--- config.mk ---
export PLATFORM = sky130hd
export DESIGN_NAME = alpha_background_composite
export DESIGN_NICKNAME = d
export VERILOG_FILES = /design/src/rtl/abg_pkg.sv /design/src/rtl/alpha_background_composite.sv /design/src/rtl/abg_lane.sv
export SDC_FILE = /design/constraint.sdc
export NUM_CORES = 2
export LEC_CHECK = 0
export BUFFER_PORTS_ARGS = -buffer_cell sky130_fd_sc_hd__buf_4
export CORE_MARGIN = 5
export CORE_UTILIZATION = 45
export CTS_CLUSTER_DIAMETER = 40
export DETAILED_ROUTE_END_ITERATION = 10
export GPL_ROUTABILITY_DRIVEN = 0
export PLACE_DENSITY = 0.6
export SYNTH_ARGS = -nofsm -noshare
export SYNTH_HDL_FRONTEND = slang
export SYNTH_SLANG_ARGS = --single-unit
--- constraint.sdc ---
create_clock -name clk -period 12.2 [get_ports clk]
set_input_delay 2.44 -clock clk [delete_from_list [all_inputs] [get_ports clk]]
set_output_delay 2.44 -clock clk [all_outputs]
set_load 0.005 [all_outputs]
--- src/rtl/abg_pkg.sv ---
package abg_pkg;

    localparam int CHAN_W   = 8;
    localparam int NUM_CHAN = 4;
    localparam int MODE_W   = 3;
    localparam int CFG_IDX_W  = 3;
    localparam int CFG_DATA_W = 8;
    localparam int PROD_W   = 2 * CHAN_W;

    typedef logic [CHAN_W-1:0] chan_t;
    typedef logic [PROD_W-1:0] prod_t;

    typedef enum logic [MODE_W-1:0] {
        MODE_MONO1 = 3'd0,
        MODE_MONO8 = 3'd1,
        MODE_RGB8  = 3'd2,
        MODE_BGR8  = 3'd3,
        MODE_CMYK8 = 3'd4
    } color_mode_t;

    typedef enum logic [CFG_IDX_W-1:0] {
        REG_COLOR_MODE = 3'd0,
        REG_BG_CHAN0   = 3'd1,
        REG_BG_CHAN1   = 3'd2,
        REG_BG_CHAN2   = 3'd3,
        REG_BG_CHAN3   = 3'd4
    } cfg_index_t;

    localparam logic [MODE_W-1:0] MODE_RESET = MODE_MONO8;
    localparam chan_t CHAN_FULL  = 8'hff;
    localparam chan_t CHAN_ZERO  = 8'h00;
    localparam logic [PROD_W:0] ROUND_HALF = 17'h00080;

endpackage

--- src/rtl/alpha_background_composite.sv ---
// Alpha composite of a pixel stream over a fixed background color.
//
// Each request carries one pixel: four 8-bit channels, a mono bit and an
// 8-bit coverage alpha. Every channel that the color mode uses becomes
// div255((255 - a) * bg + a * pix); unused output channels are zero.
// In one-bit mono mode the mono bit is expanded to 0 or 255, blended with
// background channel 0, and out_bit is bit 7 of that blend.
//
// A request is taken on a rising edge with start high and busy low. Busy is
// always low: the pipeline takes a new pixel every cycle. The result of
// each pixel shows with done high once it has passed the four register
// stages: input capture, the channel multipliers, the sum with the
// divide-by-255 step, and the output mode select.
//
// The receiver cannot stall: each result stands for exactly one cycle.
// Configuration writes (cfg_we, cfg_index, cfg_data) take effect at once and
// should only happen while no pixel is in flight. Reset clears the pipeline
// valid bits and sets mode mono8 with a black background.
module alpha_background_composite (
    input  logic                          clk,
    input  logic                          rst_n,
    input  logic                          cfg_we,
    input  logic [abg_pkg::CFG_IDX_W-1:0]  cfg_index,
    input  logic [abg_pkg::CFG_DATA_W-1:0] cfg_data,
    input  logic                          start,
    output logic                          busy,
    input  logic                          mono_bit,
    input  abg_pkg::chan_t                 pix_chan0,
    input  abg_pkg::chan_t                 pix_chan1,
    input  abg_pkg::chan_t                 pix_chan2,
    input  abg_pkg::chan_t                 pix_chan3,
    input  abg_pkg::chan_t                 pix_alpha,
    output logic                          done,
    output logic                          out_bit,
    output abg_pkg::chan_t                 out_chan0,
    output abg_pkg::chan_t                 out_chan1,
    output abg_pkg::chan_t                 out_chan2,
    output abg_pkg::chan_t                 out_chan3
);
    import abg_pkg::*;

    // Configuration registers.
    logic [MODE_W-1:0] color_mode_reg;
    chan_t             bg_reg [NUM_CHAN];

    always_ff @(posedge clk or negedge rst_n)
    begin
        if (!rst_n)
        begin
            color_mode_reg <= MODE_RESET;
            for (int i = 0; i < NUM_CHAN; i++)
            begin
                bg_reg[i] <= CHAN_ZERO;
            end
        end
        else if (cfg_we)
        begin
            unique case (cfg_index)
                REG_COLOR_MODE: color_mode_reg <= cfg_data[MODE_W-1:0];
                REG_BG_CHAN0:   bg_reg[0] <= cfg_data;
                REG_BG_CHAN1:   bg_reg[1] <= cfg_data;
                REG_BG_CHAN2:   bg_reg[2] <= cfg_data;
                REG_BG_CHAN3:   bg_reg[3] <= cfg_data;
                default:        ;
            endcase
            // Writes beyond the last register are dropped.
        end
    end

    assign busy = 1'b0;

    logic accept;
    assign accept = start && !busy;

    // Valid bits, one per stage, travel alongside the data.
    logic [3:0] valid_reg;

    always_ff @(posedge clk or negedge rst_n)
    begin
        if (!rst_n)
        begin
            valid_reg <= '0;
        end
        else
        begin
            valid_reg <= {valid_reg[2:0], accept};
        end
    end

    // Stage 0: capture the pixel. In one-bit mono mode channel 0 is
    // replaced by the expanded mono bit so the lanes need not know the mode.
    chan_t             pix_reg [NUM_CHAN];
    chan_t             alpha_reg;
    logic [MODE_W-1:0] mode_reg [3];

    always_ff @(posedge clk)
    begin
        if (color_mode_reg == MODE_MONO1)
        begin
            pix_reg[0] <= mono_bit ? CHAN_FULL : CHAN_ZERO;
        end
        else
        begin
            pix_reg[0] <= pix_chan0;
        end
        pix_reg[1]  <= pix_chan1;
        pix_reg[2]  <= pix_chan2;
        pix_reg[3]  <= pix_chan3;
        alpha_reg   <= pix_alpha;
        mode_reg[0] <= color_mode_reg;
        mode_reg[1] <= mode_reg[0];
        mode_reg[2] <= mode_reg[1];
    end

    // Stages 1 and 2: one blend lane per channel.
    chan_t blend [NUM_CHAN];

    for (genvar c = 0; c < NUM_CHAN; c++)
    begin : g_lane
        abg_lane u_lane (
            .clk     (clk),
            .bg      (bg_reg[c]),
            .pix     (pix_reg[c]),
            .alpha   (alpha_reg),
            .blended (blend[c])
        );
    end

    // Stage 3: zero the channels the mode does not use and register.
    logic  out_bit_next;
    chan_t out_chan_next [NUM_CHAN];

    always_comb
    begin
        out_bit_next = 1'b0;
        for (int i = 0; i < NUM_CHAN; i++)
        begin
            out_chan_next[i] = CHAN_ZERO;
        end
        case (mode_reg[2])
            MODE_MONO1:
            begin
                out_bit_next     = blend[0][CHAN_W-1];
                out_chan_next[0] = blend[0];
            end
            MODE_MONO8:
            begin
                out_chan_next[0] = blend[0];
            end
            MODE_RGB8, MODE_BGR8:
            begin
                out_chan_next[0] = blend[0];
                out_chan_next[1] = blend[1];
                out_chan_next[2] = blend[2];
            end
            MODE_CMYK8:
            begin
                for (int i = 0; i < NUM_CHAN; i++)
                begin
                    out_chan_next[i] = blend[i];
                end
            end
            default: ;
        endcase
    end

    logic  out_bit_reg;
    chan_t out_chan_reg [NUM_CHAN];

    always_ff @(posedge clk)
    begin
        out_bit_reg <= out_bit_next;
        for (int i = 0; i < NUM_CHAN; i++)
        begin
            out_chan_reg[i] <= out_chan_next[i];
        end
    end

    assign done      = valid_reg[3];
    assign out_bit   = out_bit_reg;
    assign out_chan0 = out_chan_reg[0];
    assign out_chan1 = out_chan_reg[1];
    assign out_chan2 = out_chan_reg[2];
    assign out_chan3 = out_chan_reg[3];

endmodule

--- src/rtl/abg_lane.sv ---
module abg_lane (
    input  logic          clk,
    input  abg_pkg::chan_t bg,
    input  abg_pkg::chan_t pix,
    input  abg_pkg::chan_t alpha,
    output abg_pkg::chan_t blended
);
    import abg_pkg::*;

    // Two register stages: the two products, then the sum with the
    // divide-by-255 approximation (x + (x >> 8) + 0x80) >> 8.
    prod_t                bg_prod_reg;
    prod_t                pix_prod_reg;
    prod_t                sum_next;
    logic [PROD_W:0]      div_next;
    chan_t                blended_reg;

    always_ff @(posedge clk)
    begin
        bg_prod_reg  <= (CHAN_FULL - alpha) * bg;
        pix_prod_reg <= alpha * pix;
    end

    // The sum never exceeds 255 * 255, so it fits the product width.
    assign sum_next = bg_prod_reg + pix_prod_reg;
    assign div_next = {1'b0, sum_next} + {{(CHAN_W + 1){1'b0}}, sum_next[PROD_W-1:CHAN_W]}
                      + ROUND_HALF;

    always_ff @(posedge clk)
    begin
        blended_reg <= div_next[PROD_W-1:CHAN_W];
    end

    assign blended = blended_reg;

endmodule

== After elaboration in Yosys (flattened, before gate mapping) ==
Memory sizes are Yosys's and may differ from the RTL's.
Index checks and enable logic that the tools add are counted.

* Register bits after elaboration: 208
* Memory bits (writable): 73
* Memories kept: 3

{| class="wikitable"
|+ Memories
! name !! depth !! width !! rd ports !! clocked after memory_dff !! write ports !! line !! RTL
|-
| out_chan_reg || 4 || 8 || 4 || 0 || 4 || alpha_background_composite.sv:168 || <nowiki>chan_t out_chan_reg [NUM_CHAN];</nowiki>
|-
| pix_reg || 4 || 8 || 4 || 0 || 4 || alpha_background_composite.sv:92 || <nowiki>chan_t pix_reg [NUM_CHAN];</nowiki>
|-
| mode_reg || 3 || 3 || 3 || 0 || 3 || alpha_background_composite.sv:94 || <nowiki>logic [MODE_W-1:0] mode_reg [3];</nowiki>
|}

* Add/subtract/negate cells: 13
* Multipliers: 8
* Eq/ne operators: 8
* Mux-type cells: 8
* Bitwise operators: 1
* Reduce and logical (&&, ||, !) cells: 10

{| class="wikitable"
|+ Operators by type and width
! operator !! number
|-
| $add 16x16->16 || 4
|-
| $add 16x8->16 || 4
|-
| $add 16x8->16 const B || 4
|-
| $mul 16x8->16 || 4
|-
| $mul 8x8->16 || 4
|-
| $mux 8 || 4
|-
| $mux 16 || 1
|-
| $eq 3x2->1 const B || 4
|-
| $reduce_and 2->1 || 5
|-
| $logic_not 3->1 || 3
|-
| $sub 8x8->9 const A || 1
|-
| $eq 3x1->1 const B || 2
|-
| $eq 3x3->1 const B || 2
|-
| $reduce_or 5->1 || 1
|-
| $mux 1 || 3
|-
| $reduce_or 3->1 || 1
|-
| $or 1x1->1 || 1
|}

== Logic depth before layout (Yosys ltp) ==
* Depth after elaboration: 4
* Depth in mapped cells: 20
* Depth with buffers taken out: 19

== Cells and area by module ==
A second synthesis with hierarchy kept.

* Cell total of the unflattened synthesis: 2934
* Area, all modules: 28297.1 um2

{| class="wikitable"
|+ By module, submodules not included
! module !! instances !! cells each !! area each (um2) !! sequential area each (um2)
|-
| abg_lane (g_lane[0].u_lane) || 1 || 688 || 6291.0 || 800.8
|-
| abg_lane (g_lane[3].u_lane) || 1 || 682 || 6231.0 || 800.8
|-
| abg_lane (g_lane[1].u_lane) || 1 || 676 || 6203.4 || 800.8
|-
| abg_lane (g_lane[2].u_lane) || 1 || 661 || 6049.6 || 800.8
|-
| alpha_background_composite || 1 || 227 || 3522.1 || 2618.8
|}

== Least setup slack after synthesis ==
OpenSTA, ideal clock, no wires.

* Path type: reg2reg
* Start: reg alpha_reg[5]
* End: reg g_lane[2].u_lane.pix_prod_reg[15]
* Arrival time: 4.416 ns
* Data required time: 12.079 ns
* Slack: 7.663 ns
* Stages on the path, launching flop included: 18
* Buffers on the path: 2
* Clock period less this slack: 4.537 ns
* Cell sequence: dfxtp_1 clkbuf_1 buf_1 nand2_1 fa_1 fa_1 inv_1 fa_1 inv_1 fa_1 inv_1 ha_1 a21boi_0 o21ai_0 a22oi_1 a41o_1 o41a_1 xnor2_1

* Cells in the longest elaborated chain, start to end: 1

{| class="wikitable"
|+ RTL lines
! item !! line !! RTL
|-
| start: declaration || alpha_background_composite.sv:93 || <nowiki>chan_t alpha_reg;</nowiki>
|-
| start signal: assignment || alpha_background_composite.sv:109 || <nowiki>alpha_reg <= pix_alpha;</nowiki>
|-
| $mul 8x8->16 || abg_lane.sv:21 || <nowiki>pix_prod_reg <= alpha * pix;</nowiki>
|-
| end signal: assignment || abg_lane.sv:21 ||
|-
| end: declaration || abg_lane.sv:13 || <nowiki>prod_t pix_prod_reg;</nowiki>
|}

Every way passes these cells.
A chain may end at the register's enable or synchronous reset.

== Worst setup path after layout ==
* Start: reg alpha_reg[3]
* End: reg g_lane[0].u_lane.bg_prod_reg[15]

* Cells in the longest elaborated chain, start to end: 2

{| class="wikitable"
|+ RTL lines
! item !! line !! RTL
|-
| $sub 8x8->9 || abg_lane.sv:20 || <nowiki>bg_prod_reg <= (CHAN_FULL - alpha) * bg;</nowiki>
|-
| $mul 16x8->16 || abg_lane.sv:20 ||
|-
| end signal: assignment || abg_lane.sv:20 ||
|-
| end: declaration || abg_lane.sv:12 || <nowiki>prod_t bg_prod_reg;</nowiki>
|}

Every way passes these cells.

==> summary.md <==
| Metric | Value |
|---|---|
| Outcome | `completed` |
| Crit share post-route | `between 40 and 50%` |
| Antenna Cells | `0` |
| Max-Cap Viols | `0` |
| H-Tree Depth | `2` |
| Minimum clock period | `roughly 5000 ps` |
| Unrepaired setup endpoints after global routing | `false` |
| Site Rows | `around 90` |
| Initial DRC Count | `713` |
| Setup Buffers After CTS | `0` |
| First drt pass iteration count | `5` |
| Initial Utilization | `a little under half` |
| Grt total ovfl | `0` |
| Worst path arrival time | `~5500 ps` |
| Post-DP HPWL | `46.5 mm` |
| Slowest CP cell | `buf_4` |
| Min-delay worst type | `reg -> reg` |
| CP bufs+invs | `4` |
| Average size of a mapped cell | `between 9 and 10 um2` |
| Slew margin rel. | `44.6%` |
| Sink Count | `between 200 and 300` |
| CTS root buf | `clkbuf_16` |
| CTS tree | `yes` |
| DRT antenna net count | `0` |
| Clk_lat worst skew | `roughly 600 ps` |
| Post-Syn Nets | `between 3000 and 4000` |
| Most common cell after layout, fill and taps aside | `inv_1` |
| Netlist cell types | `a little under 90` |
| WP data required | `12660 ps` |
| Port Buffers | `slightly below 90` |
| Post-CTS Resized | `0` |
| Crit path max-delay family | `adder cells` |
| Share of cells above drive strength 1 | `a little under a tenth` |
| Final nets | `approximately 3800` |
| CP Launch Type | `flip-flop` |
| Synth Instances | `around 3000` |
| Synthesized flop and latch total | `281` |
| Fill cells | `~5800` |
| DRC | `0` |
| IO Pins | `91` |
| Die area | `just under 70000 um2` |
| Register area | `slightly below 6000 um2` |
| CTS Hold Bufs | `0` |
| Hold path cells | `0` |
| Total stage count of the critical path | `16` |
| Total number of vias | `between 15000 and 20000` |
| DIE WIDTH | `approximately 260 um` |
| Routed WL per cell | `approximately 15 um` |
| Largest net degree at the start of global routing | `65` |
| Final core occ | `~50%` |
| Gr usage total | `18.3%` |
| Drt via density | `about 5.0` |
| Synth Flop Type | `dfxtp_1` |
| Area of the core | `between 60000 and 70000 um2` |
| Maximum clock path buffer count | `3` |
| Drt total wl | `between 60 and 70 mm` |
| Fin worst setup slack | `7180 ps` |
| Post-synthesis sequential area ratio | `20.8%` |
| Area delta synth->final | `12.1%` |
| CP max FO | `64` |
| Fmax | `0.199 GHz` |
| DP Area | `about 30000 um2` |
| Final instance area | `31400 um2` |
| Critical path cell sequence | `buf_4 -> nand2b_1 -> fa_1 -> fa_1 -> inv_1 -> fa_1 -> inv_1 -> fa_1 -> inv_1 -> ha_1 -> a21boi_0 -> o21ai_0 -> a22oi_1 -> a41o_1 -> o41a_1 -> xnor2_1` |
| Setup violators final | `0` |
| Async SR Flop Fraction | `~14%` |
| Setup_tns | `0 ps` |
| Pre-CTS setup slack | `between 7000 and 8000 ps` |
| Yosys warns | `0` |
| Setup Crit Path Kind | `reg -> reg` |
| Antenna violations before repair | `0` |
| Area of the multi-input gates | `20200 um2` |
| Mapped Area | `28000 um2` |
| Slew Limit Fails | `0` |
| CTS clk-pin slew, worst paths | `approximately 60 ps` |
| Post-synth EDFFs | `0` |
| Reg2reg path depth | `16` |
| Crit. End Element | `flip-flop` |
| Worst-Margin Slew | `~830 ps` |
| Die Height | `around 260 um` |
| CP most frequent cell | `fa_1` |
| Total CTS buffers | `54` |
| First-pass GRT wire length | `slightly above 100 mm` |
| Post-Route Skew | `between 20 and 25 ps` |
| Vias in the first global route | `roughly 21000` |
| Worst path max stage delay | `~630 ps` |
| Fin. Hold Viols | `0` |
| Highest-count cells in the layout ignoring fill and taps | `inv_1 (475), ha_1 (404), fa_1 (292)` |
==> metrics by stage <==
stage,hold slack (ps),cells
after CTS,324,3941
final,323,3941
after global routing,332,3941
after detailed placement,312,3839
after floorplan,310,2967
after global placement,312,3839
==> final timing paths <==
path                                         from                                        to  slack [ps]
hold / removal             mode_reg[0][2]$_DFF_P_                    mode_reg[0][5]$_DFF_P_         320
max in group asynchronous                   rst_n                     bg_reg[7]$_DFFE_PN0P_       10020
min in group asynchronous                   rst_n                    valid_reg[1]$_DFF_PN0_        1800
setup reg to reg             alpha_reg[3]$_DFF_P_  g_lane[0].u_lane.bg_prod_reg[15]$_DFF_P_        7180
setup / recovery             alpha_reg[3]$_DFF_P_  g_lane[0].u_lane.bg_prod_reg[15]$_DFF_P_        7180
hold reg to reg            mode_reg[0][2]$_DFF_P_                    mode_reg[0][5]$_DFF_P_         320
==> synthesized netlist by cell type, drive strengths merged (4+ instances only) <==
master	instances	share of area, %
a211oi	10	0.29
a21boi	17	0.47
a21o	28	0.75
a21oi	90	1.8
a221oi	4	0.12
a22oi	6	0.16
a31oi	9	0.22
a41o	5	0.18
a41oi	7	0.25
and2	234	5.2
and3	6	0.13
buf	6	0.14
clkbuf	60	0.80
dfrtp	38	3.4
dfxtp	242	17
fa	292	21
ha	404	18
inv	475	6.4
mux2	35	1.4
nand2	121	1.6
nand2b	69	1.5
nand3	40	0.73
nand4	10	0.27
nor2	116	1.6
nor2b	257	5.8
nor3	36	0.66
nor3b	4	0.12
nor4	4	0.11
o211a	4	0.14
o211ai	9	0.29
o21a	14	0.37
o21ai	73	1.4
o21bai	4	0.12
o31a	5	0.16
o31ai	10	0.29
o41a	7	0.28
or2	8	0.18
or3	16	0.36
xnor2	126	4.0
xor2	34	1.1
==> cell families after synthesis <==
| kind of cell | count (synthesis) | synth area share [%] |
|---|---|---|
| buffers and inverters | 541 | 7.30 |
| flip-flops | 281 | 20.8 |
| XOR/XNOR | 160 | 5.08 |
| multiplexers | 35 | 1.41 |
| adder cells (fa/ha/maj) | 696 | 38.9 |
| AO/OA/AOI/OAI | 323 | 8.02 |
| AND/OR/NAND/NOR | 930 | 18.6 |
| other | 1 | 0.0134 |
==> final cells by class <==
type | count | share of cell area, %
clock buffers | 62 | 4.52
clock inverters | 40 | 1.33
inverters | 475 | 5.67
multi-input cells | 2145 | 64.2
flip-flops and latches | 281 | 18.5
well taps | 837 | 3.33
repair buffers | 101 | 2.41
==> worst register-to-register path: stages (launching register included) <==
cell and delay, ps:
dfxtp_2 310, buf_4 630, nand2b_1 260, fa_1 440, fa_1 560, inv_1 50, fa_1 480, inv_1 60
fa_1 490, inv_1 40, ha_1 290, a21boi_0 140, o21ai_0 260, a22oi_1 140, a41o_1 270, o41a_1 320
xnor2_1 130
==> routing by layer <==
metal  up-vias  global-route usage [%]  wire length, um
met3       109                    2.39             1790
met2       248                    32.2            29300
met4         0                    6.12             1850
met5         -                       0                0
met1      9686                    23.3            27200
li1       9682                       -                -
Power is left out: the tool's default activity adds up to more than one toggle a clock period on the data nets, which glitch-free logic cannot reach.
